[src/hdl/ophc_pkg.sv]
// shared types and constants for the reflow oven heater controller
// no dependencies; imported by every module of the block
package ophc_pkg;

    typedef enum logic [2:0] {
        MODE_IDLE   = 3'd0,
        MODE_REFLOW = 3'd1,
        MODE_ALARM  = 3'd2,
        MODE_COOL   = 3'd3,
        MODE_ERROR  = 3'd4
    } t_mode;

    typedef enum logic [1:0] {
        ACT_TICK  = 2'd0,
        ACT_START = 2'd1,
        ACT_STOP  = 2'd2,
        ACT_NONE  = 2'd3
    } t_action;

    // configuration register indexes
    localparam logic [2:0] CFG_HEATER_GAIN   = 3'd0;
    localparam logic [2:0] CFG_PERIOD_COUNTS = 3'd1;
    localparam logic [2:0] CFG_COOL_THRESH   = 3'd2;
    localparam logic [2:0] CFG_OVER_TEMP     = 3'd3;
    localparam logic [2:0] CFG_ALARM_LEAD    = 3'd4;

    localparam logic [3:0] GAIN_RESET      = 4'd4;
    localparam logic [6:0] PERIOD_RESET    = 7'd64;
    localparam logic [9:0] COOL_RESET      = 10'd50;
    localparam logic [9:0] OVER_TEMP_RESET = 10'd300;
    localparam logic [7:0] ALARM_RESET     = 8'd2;
    localparam logic [6:0] CYCLE_RESET     = 7'd64;
    localparam logic [6:0] ON_TIME_RESET   = 7'd64;

    typedef struct packed {
        logic [3:0] heater_gain;
        logic [6:0] period_counts;
        logic [9:0] cool_threshold;
        logic [9:0] over_temp_limit;
        logic [7:0] alarm_lead_seconds;
    } t_cfg;

    // next duty state from one heater step
    typedef struct packed {
        logic       heater;
        logic [6:0] cycle_count;
        logic [6:0] on_time;
    } t_heat;

endpackage

[src/hdl/oven_profile_heater_controller.sv]
// top level of the reflow oven heater controller: input register, mode logic, result register
// depends on ophc_pkg, ophc_cfg_regs and ophc_heater
//
// One item a cycle while the output keeps up: each item is registered on entry, the mode and
// duty counters update from that registered item when the result register can advance, and
// its result is held in that output register, which drives m_axis_tvalid. The only recurrence
// is the controller state, so an item can be accepted every cycle while the output side
// keeps up; a stalled output holds one result and one registered item before s_axis_tready
// drops. The configuration port is always ready.
module oven_profile_heater_controller
    import ophc_pkg::*;
(
    input  logic        i_clk,
    input  logic        i_rst_n,
    input  logic        s_axis_tvalid,
    output logic        s_axis_tready,
    // [9:0] temp_reading, [17:10] target_temp, [18] second_tick, [34:19] profile_duration
    input  logic [39:0] s_axis_tdata,
    // [1:0] action
    input  logic [1:0]  s_axis_tuser,
    output logic        m_axis_tvalid,
    input  logic        m_axis_tready,
    // [0] heater_on, [3:1] oven_mode, [19:4] seconds_into, [35:20] seconds_left,
    // [36] start_accepted
    output logic [39:0] m_axis_tdata,
    input  logic        i_cfg_valid,
    output logic        o_cfg_ready,
    input  logic [2:0]  i_cfg_index,
    input  logic [9:0]  i_cfg_data
);

    t_cfg cfg;

    ophc_cfg_regs u_cfg (
        .i_clk      (i_clk),
        .i_rst_n    (i_rst_n),
        .i_wr_en    (i_cfg_valid),
        .i_wr_index (i_cfg_index),
        .i_wr_data  (i_cfg_data),
        .o_cfg      (cfg)
    );

    assign o_cfg_ready = 1'b1;

    // input register
    logic        r_in_valid;
    t_action     r_action;
    logic [9:0]  r_temp;
    logic [7:0]  r_target;
    logic        r_sec;
    logic [15:0] r_duration;

    // controller state
    t_mode       r_mode;
    logic [15:0] r_elapsed;
    logic [15:0] r_remaining;
    logic [6:0]  r_cycle;
    logic [6:0]  r_on_time;
    logic        r_heater;

    // result register
    logic        r_out_valid;
    logic        r_accepted;

    t_mode       n_mode;
    logic [15:0] n_elapsed;
    logic [15:0] n_remaining;
    logic [6:0]  n_cycle;
    logic [6:0]  n_on_time;
    logic        n_heater;
    logic        n_accepted;

    logic  advance;
    logic  process;
    logic  in_fire;
    t_mode mode_pre;
    t_heat heat_next;

    assign advance       = !r_out_valid || m_axis_tready;
    assign process       = r_in_valid && advance;
    assign s_axis_tready = !r_in_valid || advance;
    assign in_fire       = s_axis_tvalid && s_axis_tready;

    ophc_heater u_heater (
        .i_gain          (cfg.heater_gain),
        .i_period_counts (cfg.period_counts),
        .i_temp8         (r_temp[7:0]),
        .i_target        (r_target),
        .i_cycle_count   (r_cycle),
        .i_on_time       (r_on_time),
        .o_next          (heat_next)
    );

    always_comb begin
        n_mode      = r_mode;
        n_elapsed   = r_elapsed;
        n_remaining = r_remaining;
        n_cycle     = r_cycle;
        n_on_time   = r_on_time;
        n_heater    = r_heater;
        n_accepted  = 1'b0;
        // on a tick, a hot idle oven goes to cooldown unless the over-temperature check sends it to error
        mode_pre    = (r_temp > cfg.cool_threshold && r_mode == MODE_IDLE) ? MODE_COOL
                                                                           : r_mode;
        case (r_action)
            ACT_TICK: begin
                if (r_temp > cfg.over_temp_limit) begin
                    n_mode   = MODE_ERROR;
                    n_heater = 1'b0;
                end else if (mode_pre == MODE_REFLOW || mode_pre == MODE_ALARM) begin
                    if (r_sec) begin
                        n_elapsed = r_elapsed + 16'd1;
                        if (r_remaining != 16'd0) begin
                            n_remaining = r_remaining - 16'd1;
                        end
                    end
                    n_cycle   = heat_next.cycle_count;
                    n_on_time = heat_next.on_time;
                    n_heater  = heat_next.heater;
                    if (n_remaining == 16'd0) begin
                        n_mode   = MODE_COOL;
                        n_heater = 1'b0;
                    end else if (n_remaining <= {8'd0, cfg.alarm_lead_seconds}) begin
                        n_mode = MODE_ALARM;
                    end else begin
                        n_mode = mode_pre;
                    end
                end else if (mode_pre == MODE_COOL && r_temp < cfg.cool_threshold) begin
                    n_mode = MODE_IDLE;
                end else begin
                    n_mode = mode_pre;
                end
            end
            ACT_START: begin
                if (r_mode == MODE_IDLE) begin
                    n_mode      = MODE_REFLOW;
                    n_elapsed   = 16'd0;
                    n_remaining = r_duration;
                    n_accepted  = 1'b1;
                end
            end
            ACT_STOP: begin
                n_mode   = MODE_COOL;
                n_heater = 1'b0;
            end
            default: ;
        endcase
    end

    always_ff @(posedge i_clk) begin
        if (!i_rst_n) begin
            r_in_valid  <= 1'b0;
            r_out_valid <= 1'b0;
            r_mode      <= MODE_IDLE;
            r_elapsed   <= 16'd0;
            r_remaining <= 16'd0;
            r_cycle     <= CYCLE_RESET;
            r_on_time   <= ON_TIME_RESET;
            r_heater    <= 1'b0;
            r_accepted  <= 1'b0;
        end else begin
            if (in_fire) begin
                r_in_valid <= 1'b1;
            end else if (process) begin
                r_in_valid <= 1'b0;
            end
            if (process) begin
                r_out_valid <= 1'b1;
                r_mode      <= n_mode;
                r_elapsed   <= n_elapsed;
                r_remaining <= n_remaining;
                r_cycle     <= n_cycle;
                r_on_time   <= n_on_time;
                r_heater    <= n_heater;
                r_accepted  <= n_accepted;
            end else if (m_axis_tready) begin
                r_out_valid <= 1'b0;
            end
        end
    end

    always_ff @(posedge i_clk) begin
        if (in_fire) begin
            r_action   <= t_action'(s_axis_tuser);
            r_temp     <= s_axis_tdata[9:0];
            r_target   <= s_axis_tdata[17:10];
            r_sec      <= s_axis_tdata[18];
            r_duration <= s_axis_tdata[34:19];
        end
    end

    assign m_axis_tvalid = r_out_valid;
    assign m_axis_tdata  = {3'd0, r_accepted, r_remaining, r_elapsed, r_mode, r_heater};

    // heater only drives while a profile runs
    a_heater_mode : assert property (@(posedge i_clk) disable iff (!i_rst_n)
        r_heater |-> (r_mode == MODE_REFLOW || r_mode == MODE_ALARM))
        else $error("heater on outside reflow or alarm");

    // an accepted start always reports a fresh profile
    a_start_fresh : assert property (@(posedge i_clk) disable iff (!i_rst_n)
        (r_out_valid && r_accepted) |-> (r_mode == MODE_REFLOW && r_elapsed == 16'd0))
        else $error("accepted start without fresh reflow state");

    // a registered item is held while the result register is stalled
    a_item_held : assert property (@(posedge i_clk) disable iff (!i_rst_n)
        (r_in_valid && r_out_valid && !m_axis_tready) |=> r_in_valid)
        else $error("registered item dropped under output stall");

endmodule

[src/hdl/ophc_cfg_regs.sv]
// configuration register file for the reflow oven heater controller
// depends on ophc_pkg
module ophc_cfg_regs
    import ophc_pkg::*;
(
    input  logic       i_clk,
    input  logic       i_rst_n,
    input  logic       i_wr_en,
    input  logic [2:0] i_wr_index,
    input  logic [9:0] i_wr_data,
    output t_cfg       o_cfg
);

    t_cfg r_cfg;

    always_ff @(posedge i_clk) begin
        if (!i_rst_n) begin
            r_cfg.heater_gain        <= GAIN_RESET;
            r_cfg.period_counts      <= PERIOD_RESET;
            r_cfg.cool_threshold     <= COOL_RESET;
            r_cfg.over_temp_limit    <= OVER_TEMP_RESET;
            r_cfg.alarm_lead_seconds <= ALARM_RESET;
        end else if (i_wr_en) begin
            case (i_wr_index)
                CFG_HEATER_GAIN:   r_cfg.heater_gain        <= i_wr_data[3:0];
                CFG_PERIOD_COUNTS: r_cfg.period_counts      <= i_wr_data[6:0];
                CFG_COOL_THRESH:   r_cfg.cool_threshold     <= i_wr_data;
                CFG_OVER_TEMP:     r_cfg.over_temp_limit    <= i_wr_data;
                CFG_ALARM_LEAD:    r_cfg.alarm_lead_seconds <= i_wr_data[7:0];
                default: ;
            endcase
        end
    end

    assign o_cfg = r_cfg;

endmodule

[src/hdl/ophc_heater.sv]
// time-proportional heater step: clamped error, duty counter reload, heater drive
// depends on ophc_pkg
module ophc_heater
    import ophc_pkg::*;
(
    input  logic [3:0] i_gain,
    input  logic [6:0] i_period_counts,
    input  logic [7:0] i_temp8,
    input  logic [7:0] i_target,
    input  logic [6:0] i_cycle_count,
    input  logic [6:0] i_on_time,
    output t_heat      o_next
);

    logic [6:0]         period;
    logic signed [8:0]  diff;
    logic signed [13:0] prod;
    logic [6:0]         err;
    logic               on_now;
    logic [6:0]         on_dec;

    always_comb begin
        // zero period acts as one
        period = (i_period_counts == 7'd0) ? 7'd1 : i_period_counts;
        diff   = $signed({1'b0, i_target}) - $signed({1'b0, i_temp8});
        prod   = $signed({1'b0, i_gain}) * diff;
        if (prod < 14'sd0) begin
            err = 7'd0;
        end else if (prod > $signed({7'd0, period})) begin
            err = period;
        end else begin
            err = prod[6:0];
        end

        on_now = (i_on_time > 7'd1);
        on_dec = on_now ? (i_on_time - 7'd1) : i_on_time;

        o_next.heater      = on_now;
        o_next.on_time     = (i_cycle_count == 7'd0) ? err : on_dec;
        o_next.cycle_count = ((i_cycle_count == 7'd0) ? period : i_cycle_count) - 7'd1;
    end

endmodule

[config.mk]
export PLATFORM = sky130hd
export DESIGN_NAME = oven_profile_heater_controller
export DESIGN_NICKNAME = d
export VERILOG_FILES = /design/src/hdl/ophc_pkg.sv /design/src/hdl/oven_profile_heater_controller.sv /design/src/hdl/ophc_cfg_regs.sv /design/src/hdl/ophc_heater.sv
export SDC_FILE = /design/constraint.sdc
export NUM_CORES = 1
export LEC_CHECK = 0
export BUFFER_PORTS_ARGS = -buffer_cell sky130_fd_sc_hd__buf_4
export CAP_MARGIN = 20
export CELL_PAD_IN_SITES_DETAIL_PLACEMENT = 2
export CELL_PAD_IN_SITES_GLOBAL_PLACEMENT = 2
export CORE_MARGIN = 3
export CORE_UTILIZATION = 30
export CTS_CLUSTER_SIZE = 20
export DETAILED_ROUTE_END_ITERATION = 6
export GPL_TIMING_DRIVEN = 0
export PLACE_DENSITY = 0.74
export SLEW_MARGIN = 20
export SYNTH_ARGS = -nofsm -noshare
export SYNTH_HDL_FRONTEND = slang
export SYNTH_SLANG_ARGS = --single-unit
[constraint.sdc]
create_clock -name i_clk -period 7.4 [get_ports i_clk]
set_clock_uncertainty 0.2 [all_clocks]
set_input_delay 2.22 -clock i_clk [delete_from_list [all_inputs] [get_ports i_clk]]
set_output_delay 2.22 -clock i_clk [all_outputs]
set_load 0.05 [all_outputs]
# After elaboration in Yosys (flattened, before gate mapping)

Index checks and enable logic that the tools add are counted.

Word-level logic and storage cells: 118
Bits of input ports: 60
Bits in registers: 129

Equality and inequality tests: 14
Bitwise gates (word level): 1
Multiplexer cells: 38
Order comparisons: 7
Multiply operators: 1
Reductions and logical operators: 33
Add/sub/neg operators: 5

Operators with widths:

| operator                                             | number |
|---|---|
| 2-to-1 mux 16 bit                                    | 12 |
| case mux 16 bit (2 select lines)                     | 2 |
| 2-to-1 mux 7 bit                                     | 6 |
| 2-to-1 mux 3 bit                                     | 7 |
| greater-than comparator 10 bit                       | 2 |
| adder 16 x 1 -> 16 bit (second input constant)       | 1 |
| <= comparator 16 x 8 -> 1 bit                        | 1 |
| zero test 16 bit                                     | 1 |
| nonzero test 16 bit                                  | 1 |
| subtractor 16 x 1 -> 16 bit (second input constant)  | 1 |
| greater-than comparator 14 x 8 -> 1 bit              | 1 |
| zero test 7 bit                                      | 2 |
| < comparator 14 x 1 -> 1 bit (second input constant) | 1 |
| multiplier 5 x 9 -> 14 bit                           | 1 |
| subtractor 7 x 1 -> 7 bit (second input constant)    | 2 |
| == test 3 x 2 -> 1 bit (second input constant)       | 4 |
| < comparator 10 bit                                  | 1 |
| AND reduction 2 bit                                  | 5 |
| AND reduction 5 bit                                  | 2 |
| nonzero test 2 bit                                   | 5 |
| 2-to-1 mux 1 bit                                     | 9 |
| case mux 3 bit (3 select lines)                      | 1 |
| subtractor 8 x 8 -> 9 bit                            | 1 |
| inequality test 2 bit (second input constant)        | 4 |
| 17 further kinds                                     | 26 |

# Longest topological paths before layout

Gate-level depths: netlist of the first run.

Depth after elaboration: 14
Depth in mapped cells: 25
Gate-level depth less buffers: 24

# By module

A second synthesis of the first run with hierarchy kept.

Cells, all modules: 1021
Area total of the unflattened synthesis: 9301.4 um^2

Modules (own cells, without submodules):

| module                         | times used | area an instance (um^2) | sequential area each (um^2) | cells each |
|---|---|---|---|---|
| oven_profile_heater_controller | 1          | 5186.2                  | 2172.1                      | 536 |
| ophc_heater                    | 1          | 2541.2                  | 0.0                         | 335 |
| ophc_cfg_regs                  | 1          | 1574.0                  | 780.7                       | 150 |

# Worst setup path before layout of the first run

Ideal clock, no wire load.

Path kind: flip-flop to flip-flop
From: reg r_temp[1]
To: reg r_on_time[0]
Data arrival time: 5165 ps
Cell stages (with the launch flop): 26
Period minus slack after synthesis: 5495 ps
Path slack: 1905 ps
Cells stage by stage: edfxtp_1 > inv_1 > ha_1 > nor2b_1 > o21ai_0 > a21boi_0 > o21ai_0 > nand2b_1 > a21o_1 > a21oi_1 > mux2i_1 > ha_1 > fa_1 > inv_1 > fa_1 > inv_1 > ha_1 > clkbuf_1 > nand4_1 > o21ai_0 > o31ai_1 > a21oi_1 > a21oi_1 > nand4_1 > mux2i_1 > o22ai_1

Longest elaborated chain between the ends: 6
Elaborated cells on any way between the ends: 16
Classes of those cells: add/sub: 1; mul: 1; order compare: 4; eq/ne: 2; mux: 4; bitwise: 1; reduce/logical: 3

Ends and longest elaborated chain:

| element                                                                            | RTL line                                                 | source |
|---|---|---|
| start: declaration                                                                 | oven_profile_heater_controller.sv:48                     | `logic [9:0] r_temp;` |
| start signal: assignment                                                           | oven_profile_heater_controller.sv:185                    | `r_temp <= s_axis_tdata[9:0];` |
| subtractor 8 x 8 -> 9 bit / greater-than comparator 10 bit (equally long branches) | ophc_heater.sv:25, oven_profile_heater_controller.sv:103 |  |
| multiplier 5 x 9 -> 14 bit / logical AND 1 bit (equally long branches)             | ophc_heater.sv:26, oven_profile_heater_controller.sv:103 |  |
| greater-than comparator 14 x 8 -> 1 bit / 2-to-1 mux 3 bit (equally long branches) | ophc_heater.sv:29, oven_profile_heater_controller.sv:103 |  |
| 2-to-1 mux 7 bit (tied with other cells)                                           | ophc_heater.sv:29                                        | `end else if (prod > $signed({7'd0, period})) begin` |
| 2-to-1 mux 7 bit / logical OR 1 bit (equally long branches)                        | ophc_heater.sv:27, oven_profile_heater_controller.sv:110 |  |
| 2-to-1 mux 7 bit / AND reduction 5 bit (equally long branches)                     | --                                                       |  |
| end signal: assignment                                                             | oven_profile_heater_controller.sv:173                    | `r_on_time <= n_on_time;` |
| end: declaration                                                                   | oven_profile_heater_controller.sv:58                     | `logic [6:0] r_on_time;` |

Several ways; a longest one is shown, not always the timed one.
A chain may end at the register's enable or synchronous reset.

# Worst setup path after layout of the first run

From: reg r_temp[1]
To: reg r_on_time[1]

The elaborated chain is that of the path after synthesis.

==> impl_results.md, run 1 <==
* Worst slew pin tran at 0.762 ns
* Depth of the CTS H-tree at 4
* Largest net degree at the start of global routing at 20
* IO buf count at 93
* Area leader, netlist: dfxtp_1
* Syn_area_per_cell at around 8.4 um2
* Ports at 103
* Pre-CTS setup slack at about 0.55 ns
* Total global routing overflow at 0
* Drt pass-1 iters at 4
* Fraction of registers with async set/reset at 0
* Number of routed nets with antenna violations at 0
* Unique masters post-synth at between 70 and 80
* Final setup viols at 0
* Global-route met2 utilization at 0.341
* CTS tree: yes
* Worst Hold Class: register to register
* P_int at ~1.5 mW
* Dpl hpwl at 23.1 mm
* Reg clk slew, reported paths at 0.06 ns
* Max_slew headroom at 0.492
* Clk Latency, worst-skew pair at approximately 0.43 ns
* DR iter-0 viols at 370
* Outcome: completed
* Avg WL per Cell at 19.0 um
* Met3 GRT Util at 0.0289
* Fin crit share at 0.912
* Sequential power share at 0.363
* Achievable frequency at 148 MHz
* Antenna violations before repair at 0
* Max cap viols at 0
* Setup TNS Final at 0 ns
* Core outline area at 0.0289 mm2
* First-pass GRT wire length at 48.5 mm
* Filler Cell Count at ~3300
* Initial core utilization at 0.306
* P&R area growth vs syn at 20.7%
* Slew Limit Fails at 0
* Leakage at roughly 4.5 nW
* Largest cells by area after synthesis: dfxtp_1 21%, edfxtp_1 13%, ha_1 11%
* Cell Area, Synth at 0.00884 mm2
* VDD IR max at about 95 uV
* Vias in the first global route at 8777
* Slowest cell on crit path: fa_1
* Crit path kind: register to register
* Met1 Use GR at 0.257
* FP Rows at 62
* CP arrival at 6.85 ns
* Primary FF master, synth: dfxtp_1
* Postcts setup bufs at 0
* Detailed Route WL at 29.7 mm
* Cell with the most instances after synthesis: nand2_1
* Final worst-path setup slack at 0.648 ns
* Max Root-Sink Buffers at 2
* Vias per cell at 5.15
* Critical Path Sink Type: register
* Switching power total at between 0.6 and 0.7 mW
* Post-synthesis register bit count at between 100 and 150
* DRC Markers at 0
* Nets@finish at 1324
* Sequential share of the synthesized area at 0.334
* Die Footprint at roughly 0.032 mm2
* Critical Path RT at between 7 and 8 ns
* Clock root buffer: clkbuf_16
* Resized cells post-CTS at 0
* Buf/Inv on CP at 4
* Cells after DPL at 1532
* TritonCTS buffer count at 17
* Gate power share at 0.213
* Crit path launch type: register
* Synthesized instance count at 1052
* Max stage delay on crit path at 0.51 ns
* Sw frac at 0.301
* P per Cell Area at around 200 mW/mm2
* Yosys warning count at 0
* GR peak layer: met2
* Total track usage at 0.195
* Final GP Congestion at 0.792
* Post-layout util at 0.370
* Die Y at between 150 and 200 um
* Crit-path cells: inv_1 > ha_1 > nor2b_1 > o21ai_0 > a21boi_0 > o21ai_0 > nand2b_1 > a21o_1 > a21oi_1 > mux2i_1 > ha_1 > fa_1 > inv_1 > fa_1 > inv_1 > ha_1 > clkbuf_1 > nand4_1 > o21ai_0 > nor4_1 > a21oi_1 > nand4_1 > mux2i_1 > o2bb2ai_1
* Final cell count without fillers at 1565
* Crit-path max FO at 7
* Via count at 8059
* Clock power share at 0.424
* Fin crit period at 6.75 ns
* Die W at about 180 um
* Final Hold Vio Count at 0
* Cell family with the largest share of critical-path delay: compound AO/OA/AOI/OAI gates
* Unrepaired setup endpoints after global routing: false
* CTS sink cnt at roughly 130
* Post-CTS Hold Fix Bufs at 0
* Share of the synthesized area in the top cell type at 0.208
* Post-synth EDFFs at 37
* Commonest cells post-synth: 124 x nand2_1, 104 x inv_1, 92 x dfxtp_1
* Layout cells sized above 1 at 0.134
==> power groups by stage <==
stage / registers (mW) / logic (mW) / clock network (mW)
2_1_floorplan: 0.784 / 0.296 / 0
3_3_place_gp: 0.781 / 0.431 / 0
3_5_place_dp: 0.781 / 0.450 / 0
4_1_cts: 0.766 / 0.456 / 0.908
5_1_grt: 0.768 / 0.509 / 0.943
6_report: 0.765 / 0.449 / 0.894
==> state kept, by name (all words and copies together) (netlist names) <==
register and count:
u_cfg.o_cfg 39, r_duration 16, r_elapsed 16, r_remaining 16
r_temp 10, r_target 8, r_cycle 7, r_on_time 7
r_mode 3, r_action 2, m_axis_tvalid 1, r_accepted 1
r_heater 1, r_in_valid 1, r_sec 1
==> kinds of logic after synthesis <==
| logic type | count (synthesis) | synth area share |
|---|---|---|
| simple gates | 370 | 0.207 |
| compound gates | 238 | 0.167 |
| buf+inv | 156 | 0.0716 |
| flops | 129 | 0.334 |
| fa+ha+maj | 97 | 0.154 |
| xor+xnor | 32 | 0.0333 |
| mux | 28 | 0.0320 |
| other cells | 2 | 0.000850 |
==> cell usage in the layout (no fill, tap or decap), drive strengths merged, types with 5 or more instances in the layout <==
master	n
nand2	125
buf	110
inv	105
dfxtp	92
a21oi	89
ha	77
nor2	74
clkbuf	55
o21ai	51
edfxtp	37
xnor2	27
mux2i	26
and2	26
nor3	22
nand3	20
fa	20
o211ai	20
nand4	19
nor2b	18
nand2b	15
nor4	15
a21o	12
and3	11
o31ai	10
a211oi	9
o22ai	8
o21a	7
o31a	6
or3	6
a22oi	6
or2	5
clkinv	5
==> final cells by class <==
type | count | area, um2 | area share
Sequential cell | 129 | 2950 | 0.277
Antenna cell | 1 | 2.50 | 0.000235
Multi-Input combinational cell | 769 | 5260 | 0.493
Tap cell | 384 | 480 | 0.0450
Clock inverter | 13 | 160 | 0.0150
Inverter | 104 | 390 | 0.0366
Buffer | 52 | 243 | 0.0228
Timing Repair Buffer | 94 | 726 | 0.0680
Clock buffer | 19 | 454 | 0.0426
==> path summary, 6_finish.rpt <==
| check | start | end | slack [ns] | cells past startpoint |
|---|---|---|---|---|
| max reg2reg | r_temp[1]$_DFFE_PP_ | r_on_time[1]$_SDFFE_PN0P_ | 0.65 | 24 |
| min | u_cfg.o_cfg[6]$_SDFFE_PN0P_ | u_cfg.o_cfg[6]$_SDFFE_PN0P_ | 0.26 | 2 |
| max | r_temp[1]$_DFFE_PP_ | r_on_time[1]$_SDFFE_PN0P_ | 0.65 | 24 |
| min reg2reg | u_cfg.o_cfg[6]$_SDFFE_PN0P_ | u_cfg.o_cfg[6]$_SDFFE_PN0P_ | 0.26 | 2 |
==> per-layer routing <==
layer  part of all wire  wire, um  vias to the layer above
li1                   -         -                     3887
met1               0.47     13900                     4070
met2               0.50     14800                       84
met3              0.025       751                       18
met4             0.0085       253                        0
met5                  0         0                        -
==> through the flow <==
stage,area [um2],hold slack (ns),power [mW]
5_1_grt,10700,0.281,2.22
3_3_place_gp,10000,0.245,1.21
2_1_floorplan,8840,0.236,1.08
3_5_place_dp,10100,0.252,1.23
4_1_cts,10700,0.260,2.13
6_report,10700,0.257,2.11
==> worst register-to-register path, cell delays in order, from the launching register on <==
cell and delay [ns]:
edfxtp_1 0.48, inv_1 0.08, ha_1 0.30, nor2b_1 0.13
o21ai_0 0.22, a21boi_0 0.16, o21ai_0 0.18, nand2b_1 0.11
a21o_1 0.18, a21oi_1 0.46, mux2i_1 0.34, ha_1 0.30
fa_1 0.51, inv_1 0.06, fa_1 0.50, inv_1 0.04
ha_1 0.26, clkbuf_1 0.28, nand4_1 0.16, o21ai_0 0.36
nor4_1 0.10, a21oi_1 0.24, nand4_1 0.46, mux2i_1 0.40
o2bb2ai_1 0.12
(Power assumes the default switching activity.)
==> run 2: changes to the inputs <==
Settings changed: ABC_AREA set to 1, PLACE_DENSITY 0.74 to 0.77.
==> impl_results.md, run 2 <==
* Post-synth EDFFs at 37 (unchanged)
* Unrepaired setup endpoints after global routing: false (unchanged)
* Max stage delay on crit path at 0.52 ns (was 0.51 ns)
* Drt pass-1 iters at 4 (unchanged)
* Max reg flops at 39 (unchanged)
* Max Root-Sink Buffers at 2 (unchanged)
* Outcome: completed (unchanged)
* Primary FF master, synth: dfxtp_1 (unchanged)
* Slew Limit Fails at 0 (unchanged)
* Area leader, netlist: dfxtp_1 (unchanged)
* Clk Latency, worst-skew pair at 0.43 ns (about the same)
* Core outline area at 0.0297 mm2 (was 0.0289 mm2)
* Reg clk slew, reported paths at 0.06 ns (about the same)
* Hold path startpoint: u_cfg.o_cfg[17]$_SDFFE_PN0P_ (was u_cfg.o_cfg[6]$_SDFFE_PN0P_)
* Share of the synthesized area in the top cell type at 0.203 (was 0.208)
* Pwr Total at 2.29 mW (was 2.11 mW)
* Detailed Route WL at 30.9 mm (was 29.7 mm)
* Fin crit period at 5.79 ns (was 6.75 ns)
* Final hold slack at 0.272 ns (was 0.257 ns)
* Max_slew headroom at 0.415 (was 0.492)
* Postcts setup bufs at 0 (unchanged)
* Initial core utilization at 0.306 (about the same)
* Cell Area, Synth at 0.00908 mm2 (was 0.00884 mm2)
* Post-CTS Hold Fix Bufs at 0 (unchanged)
* Area occupied by multi-input gates at 0.00517 mm2 (was 0.00526 mm2)
* FP Rows at 63 (was 62)
* Crit path launch type: register (unchanged)
* Antenna violations before repair at 0 (unchanged)
* Fin area at 0.0109 mm2 (was 0.0107 mm2)
* DR iter-0 viols at 334 (was 370)
* Diodes inserted at 0 (was 1)
* Nets@finish at 1523 (was 1324)
* Depth of the CTS H-tree at 4 (unchanged)
* Critical Path Sink Type: register (unchanged)
* First-pass GRT wire length at 51.4 mm (was 48.5 mm)
* Post-synthesis register bit count at 129 (unchanged)
* Sequential share of the synthesized area at 0.325 (was 0.334)
* Die W at 180 um (was 178 um)
* Filler Cell Count at 3528 (was 3340)
* CP most frequent cell: nand2_1
* VDD IR max at 129 uV (was 94.6 uV)
* Clock root buffer: clkbuf_16 (unchanged)
* Critical Path RT at 7.52 ns (was 7.50 ns)
* Most frequent cells in the layout: 237 x nand2_1, 198 x inv_1, 136 x nor2_1 (was 124 x nand2_1, 104 x inv_1, 102 x buf_4)
* Slowest cell on crit path: fa_1 (unchanged)
* Worst Hold Class: register to register (unchanged)
* Avg WL per Cell at 17.5 um (was 19.0 um)
* Achievable frequency at 173 MHz (was 148 MHz)
* Worst slew pin tran at 0.878 ns (was 0.762 ns)
* Cell with the most instances after synthesis: nand2_1 (unchanged)
* Syn_area_per_cell at 7.26 um2 (was 8.40 um2)
* Synthesized instance count at 1251 (was 1052)
* DRC Markers at 0 (unchanged)
* Final setup viols at 0 (unchanged)
* Total global routing overflow at 0 (unchanged)
* P&R area growth vs syn at 20.1% (was 20.7%)
* Dpl hpwl at 24.4 mm (was 23.1 mm)
* CP arrival at 5.90 ns (was 6.85 ns)
* Crit path kind: register to register (unchanged)
* Vias in the first global route at 9722 (was 8777)
* Vias per cell at 4.95 (was 5.15)
* IO buf count at 93 (unchanged)
* Layout cells sized above 1 at 0.127 (was 0.134)
* Unique masters post-synth at 45 (was 71)
* Buf/Inv on CP at 6 (was 4)
* Final Hold Vio Count at 0 (unchanged)
* Register area at 0.00295 mm2 (unchanged)
* Die Y at 180 um (was 178 um)
* Setup TNS Final at 0 ns (unchanged)
* Most common cell after layout, fill and taps aside: nand2_1 (unchanged)
* Max cap viols at 0 (unchanged)
* Final GP Congestion at 0.805 (was 0.792)
* Total track usage at 0.193 (was 0.195)
* Leakage at 5.15 nW (was 4.50 nW)
* Ports at 103 (unchanged)
* Critical Path Source: r_temp[2]$_DFFE_PP_ (was r_temp[1]$_DFFE_PP_)
* P per Cell Area at 210 mW/mm2 (was 198 mW/mm2)
* Resized cells post-CTS at 0 (unchanged)
* CTS sink cnt at 129 (unchanged)
* Placed cell areas at 0.0103 mm2 (was 0.0101 mm2)
* Cell family with the largest share of critical-path delay: adder cells (was compound AO/OA/AOI/OAI gates)
* Crit-path max FO at 6 (was 7)
* R2r startpoint: r_temp[2]$_DFFE_PP_ (was r_temp[1]$_DFFE_PP_)
* Largest net degree at the start of global routing at 20 (unchanged)
* Yosys warning count at 0 (unchanged)
* Commonest cells post-synth: 237 x nand2_1, 199 x inv_1, 136 x nor2_1 (was 124 x nand2_1, 104 x inv_1, 92 x dfxtp_1)
* Number of routed nets with antenna violations at 0 (unchanged)
* Via count at 8759 (was 8059)
* Largest cells by area after synthesis: dfxtp_1 20%, edfxtp_1 12%, ha_1 11% (was dfxtp_1 21%, edfxtp_1 13%, ha_1 11%)
* TritonCTS buffer count at 17 (unchanged)
* Fraction of registers with async set/reset at 0 (unchanged)
* Fin crit share at 0.782 (was 0.912)
* CTS tree: yes (unchanged)
* Die Footprint at 0.0324 mm2 (was 0.0316 mm2)
## run 2: cell count changes in the layout (fill, tap and decap cells not counted), sizes merged, moves of 32 or more
cell,change
nand3,+43
a21oi,+32
nor2,+68
o21ai,+44
inv,+99
nand2,+118
## run 2: cells by family after synthesis
logic type	Yosys count	share of synthesized area
other	2	0.000827
xor gates and xnor gates	34	0.0328
DFF	129	0.325
AOI/OAI and AO/OA	244	0.145
buffers and inverters	244	0.107
and+or+nand+nor	501	0.240
adders and majority gates	97	0.150
## run 2: layout make-up
cell class	instances	share of cell area
clock inverters	14	0.0149
clock buffers	18	0.0403
inverters	208	0.0716
flip-flops and latches	129	0.271
repair buffers	94	0.0666
plain buffers	36	0.0171
well taps	390	0.0448
multi-input cells	880	0.474
## run 2: final timing paths
path,endpoint,depth (start not counted),slack (ns)
worst min register to register,u_cfg.o_cfg[17]$_SDFFE_PN0P_,2,0.27
worst min-delay path,u_cfg.o_cfg[17]$_SDFFE_PN0P_,2,0.27
worst max register to register,r_on_time[6]$_SDFFE_PN1P_,32,1.61
worst max-delay path,r_on_time[6]$_SDFFE_PN1P_,32,1.61
## run 2: per-layer routing
| layer | global-route usage | wire length (um) | up-vias |
|---|---|---|---|
| li1 | - | - | 4289 |
| met1 | 0.246 | 14200 | 4367 |
| met2 | 0.354 | 15900 | 78 |
| met3 | 0.0237 | 510 | 25 |
| met4 | 0.0362 | 317 | 0 |
| met5 | 0 | 0 | - |
## run 2: stage by stage
step / utilization / std cells / setup slack (ns)
2_1_floorplan: - / 1253 / 2.27
3_3_place_gp: 0.346 / 1736 / 1.65
3_5_place_dp: 0.347 / 1737 / 1.56
4_1_cts: 0.367 / 1769 / 1.53
5_1_grt: 0.367 / 1769 / 1.02
6_report: 0.367 / 1769 / 1.61
## run 2: where the power goes
| part | switching, mW | internal [mW] |
|---|---|---|
| sequential | 0.0211 | 0.755 |
| clock | 0.340 | 0.537 |
| combinational | 0.414 | 0.218 |
| total | 0.775 | 1.51 |
## run 2: worst register-to-register path, delay by kind of cell, from the launching register on
family | cells | cell delay, ns
flops | 1 | 0.42
simple gates | 13 | 1.15
buf+inv | 6 | 0.40
fa+ha+maj | 5 | 2.05
compound gates | 7 | 1.12
xor+xnor | 1 | 0.34
==> run 3: changes to the inputs <==
Settings changed: ABC_AREA 1 to 0, PLACE_DENSITY 0.77 to 0.74.
Clock period 7.4 ns to 5.7 ns, I/O delays scaled along.
==> impl_results.md, run 3 (same netlist as run 1, synthesis figures left out) <==
* Reg clk slew, reported paths at 0.06 ns (about the same)
* Number of routed nets with antenna violations at 0 (unchanged)
* Vias in the first global route at 8861 (was 9722)
* Unrepaired setup endpoints after global routing: true (was false)
* Most common cell after layout, fill and taps aside: nand2_1 (unchanged)
* IO buf count at 93 (unchanged)
* CTS tree: yes (unchanged)
* Final Hold Vio Count at 0 (unchanged)
* Max Root-Sink Buffers at 2 (unchanged)
* Worst r2r path cells at 24 (was 32)
* Total global routing overflow at 0 (unchanged)
* Die Footprint at 0.0316 mm2 (was 0.0324 mm2)
* Hold depth at 2 (unchanged)
* Final GP Congestion at 0.792 (was 0.805)
* WHS Endpoint: u_cfg.o_cfg[6]$_SDFFE_PN0P_ (was u_cfg.o_cfg[17]$_SDFFE_PN0P_)
* Sw frac at 0.304 (was 0.339)
* FP Rows at 62 (was 63)
* Placed cell areas at 0.0101 mm2 (was 0.0103 mm2)
* Most frequent cells in the layout: 124 x nand2_1, 113 x buf_4, 103 x inv_1 (was 237 x nand2_1, 198 x inv_1, 136 x nor2_1)
* Slowest cell on crit path: fa_1 (unchanged)
* Pre-CTS setup slack at -1.15 ns (was 1.56 ns)
* Worst Hold Class: register to register (unchanged)
* P_int at 1.95 mW (was 1.51 mW)
* Core outline area at 0.0289 mm2 (was 0.0297 mm2)
* DRC Markers at 0 (unchanged)
* Die W at 178 um (was 180 um)
* VDD IR max at 123 uV (was 129 uV)
* Fin area at 0.0110 mm2 (was 0.0109 mm2)
* CTS sink cnt at 129 (unchanged)
* Largest net degree at the start of global routing at 20 (unchanged)
* Worst slew pin tran at 0.779 ns (was 0.878 ns)
* Die Y at 178 um (was 180 um)
* Clock root buffer: clkbuf_16 (unchanged)
* Final worst-path setup slack at 0.0903 ns (was 1.61 ns)
* Vias per cell at 5.17 (was 4.95)
* Crit path kind: register to register (unchanged)
* P per Cell Area at 256 mW/mm2 (was 210 mW/mm2)
* Diodes inserted at 0 (unchanged)
* Gate power share at 0.231 (was 0.277)
* Initial core utilization at 0.306 (about the same)
* Antenna violations before repair at 0 (unchanged)
* Setup TNS Final at 0 ns (unchanged)
* Buf/Inv on CP at 3 (was 6)
* TritonCTS buffer count at 17 (unchanged)
* Crit-path cells: ha_1 > nor2b_4 > o21ai_2 > a21boi_2 > o21ai_1 > nand2b_1 > a21o_1 > a21oi_4 > mux2i_2 > ha_1 > fa_1 > inv_1 > fa_1 > inv_2 > ha_4 > nand4_1 > a211oi_2 > o31ai_1 > a21oi_1 > a21oi_2 > nand4_1 > buf_6 > mux2i_2 > o22ai_1
* Ports at 103 (unchanged)
* Slew Limit Fails at 0 (unchanged)
* Layout cells sized above 1 at 0.171 (was 0.127)
* Fin crit share at 0.984 (was 0.782)
* Post-layout util at 0.380 (was 0.367)
* Max cap viols at 0 (unchanged)
* Max_slew headroom at 0.481 (was 0.415)
* Flop-to-flop setup slack at 0.09 ns (was 1.61 ns)
* Dpl hpwl at 23.1 mm (was 24.4 mm)
* CP arrival at 5.69 ns (was 5.90 ns)
* Achievable frequency at 178 MHz (was 173 MHz)
* Crit path launch type: register (unchanged)
* P&R area growth vs syn at 24.1% (was 20.1%)
* Avg WL per Cell at 19.5 um (was 17.5 um)
* Fin crit period at 5.61 ns (was 5.79 ns)
* Via count at 8138 (was 8759)
* Critical Path Sink Type: register (unchanged)
* Sequential power share at 0.354 (was 0.340)
* Total track usage at 0.198 (was 0.193)
* DR iter-0 viols at 426 (was 334)
* Max stage delay on crit path at 0.49 ns (was 0.52 ns)
* Detailed Route WL at 30.7 mm (was 30.9 mm)
* Clk Latency, worst-skew pair at 0.43 ns (about the same)
* Critical Path RT at 5.78 ns (was 7.52 ns)
* Crit-path max FO at 7 (was 6)
* R2r startpoint: r_target[1]$_DFFE_PP_ (was r_temp[2]$_DFFE_PP_)
* Final hold slack at 0.257 ns (was 0.272 ns)
* Reg2Reg Capture Point: r_on_time[0]$_SDFFE_PN0P_ (was r_on_time[6]$_SDFFE_PN1P_)
* Max reg flops at 39 (unchanged)
* First-pass GRT wire length at 49.2 mm (was 51.4 mm)
* Clock power share at 0.414 (was 0.384)
* Switching power total at 0.852 mW (was 0.775 mW)
* Leakage at 4.58 nW (was 5.15 nW)
* Outcome: completed (unchanged)
* Cell family with the largest share of critical-path delay: adder cells (unchanged)
* Hold path startpoint: u_cfg.o_cfg[6]$_SDFFE_PN0P_ (was u_cfg.o_cfg[17]$_SDFFE_PN0P_)
* Final setup viols at 0 (unchanged)
* Drt pass-1 iters at 4 (unchanged)
* Depth of the CTS H-tree at 4 (unchanged)
* Nets@finish at 1335 (was 1523)
[run 3: worst reg2reg max path, cell delays in order (launching register included)]
cell	delay, ns
edfxtp_1	0.44
ha_1	0.33
nor2b_4	0.14
o21ai_2	0.18
a21boi_2	0.09
o21ai_1	0.16
nand2b_1	0.11
a21o_1	0.20
a21oi_4	0.22
mux2i_2	0.27
ha_1	0.28
fa_1	0.49
inv_1	0.05
fa_1	0.49
inv_2	0.05
ha_4	0.30
nand4_1	0.17
a211oi_2	0.28
o31ai_1	0.10
a21oi_1	0.17
a21oi_2	0.07
nand4_1	0.12
buf_6	0.17
mux2i_2	0.26
o22ai_1	0.10
[run 3: routing by layer]
layer | global-route usage | part of all wire | vias up
met5 | 0 | 0 | -
met3 | 0.0300 | 0.026 | 30
met4 | 0.0416 | 0.014 | 0
li1 | - | - | 3903
met1 | 0.261 | 0.46 | 4107
met2 | 0.343 | 0.50 | 98
[run 3: worst max path at each step]
stage,startpoint,endpoint,slack [ns],depth (start not counted)
detailed placement,r_temp[1]$_DFFE_PP_,r_on_time[0]$_SDFFE_PN0P_,-1.15,24
finish,r_target[1]$_DFFE_PP_,r_on_time[0]$_SDFFE_PN0P_,0.09,24
CTS,r_temp[1]$_DFFE_PP_,r_on_time[0]$_SDFFE_PN0P_,0.002,25
floorplan,r_temp[1]$_DFFE_PP_,r_on_time[0]$_SDFFE_PN0P_,0.20,25
global route,r_temp[1]$_DFFE_PP_,r_on_time[0]$_SDFFE_PN0P_,-0.22,25
global placement,r_temp[1]$_DFFE_PP_,r_on_time[0]$_SDFFE_PN0P_,-0.95,24
[run 3: metrics by stage]
step           std cells  total power [mW]
2_1_floorplan       1054              1.40
3_3_place_gp        1531              1.57
3_5_place_dp        1532              1.60
4_1_cts             1569              2.79
5_1_grt             1575              2.95
6_report            1575              2.80
[run 3: area by class of cell]
cell class              count  area, um2
repair buffers            106        820
multi-input cells         769       5470
fillers                  3300      17900
clock inverters            13        160
plain buffers              51        239
well taps                 384        480
flip-flops and latches    129       2950
inverters                 104        390
clock buffers              19        454
[run 3: repair_timing]
action                                  CTS  global route
endpoints found under the setup margin    7             7
setup buffers                             6             6
pin swaps                                 6            28
gates resized for setup                  25            24
hold buffers                              0             0
gates cloned                              0             0
[run 3: power groups by stage]
stage	Sequential [mW]	Clock, mW	Combinational [mW]
6_report	0.994	1.16	0.648
3_3_place_gp	1.01	0	0.559
2_1_floorplan	1.02	0	0.384
5_1_grt	0.997	1.22	0.726
4_1_cts	0.994	1.18	0.619
3_5_place_dp	1.01	0	0.585
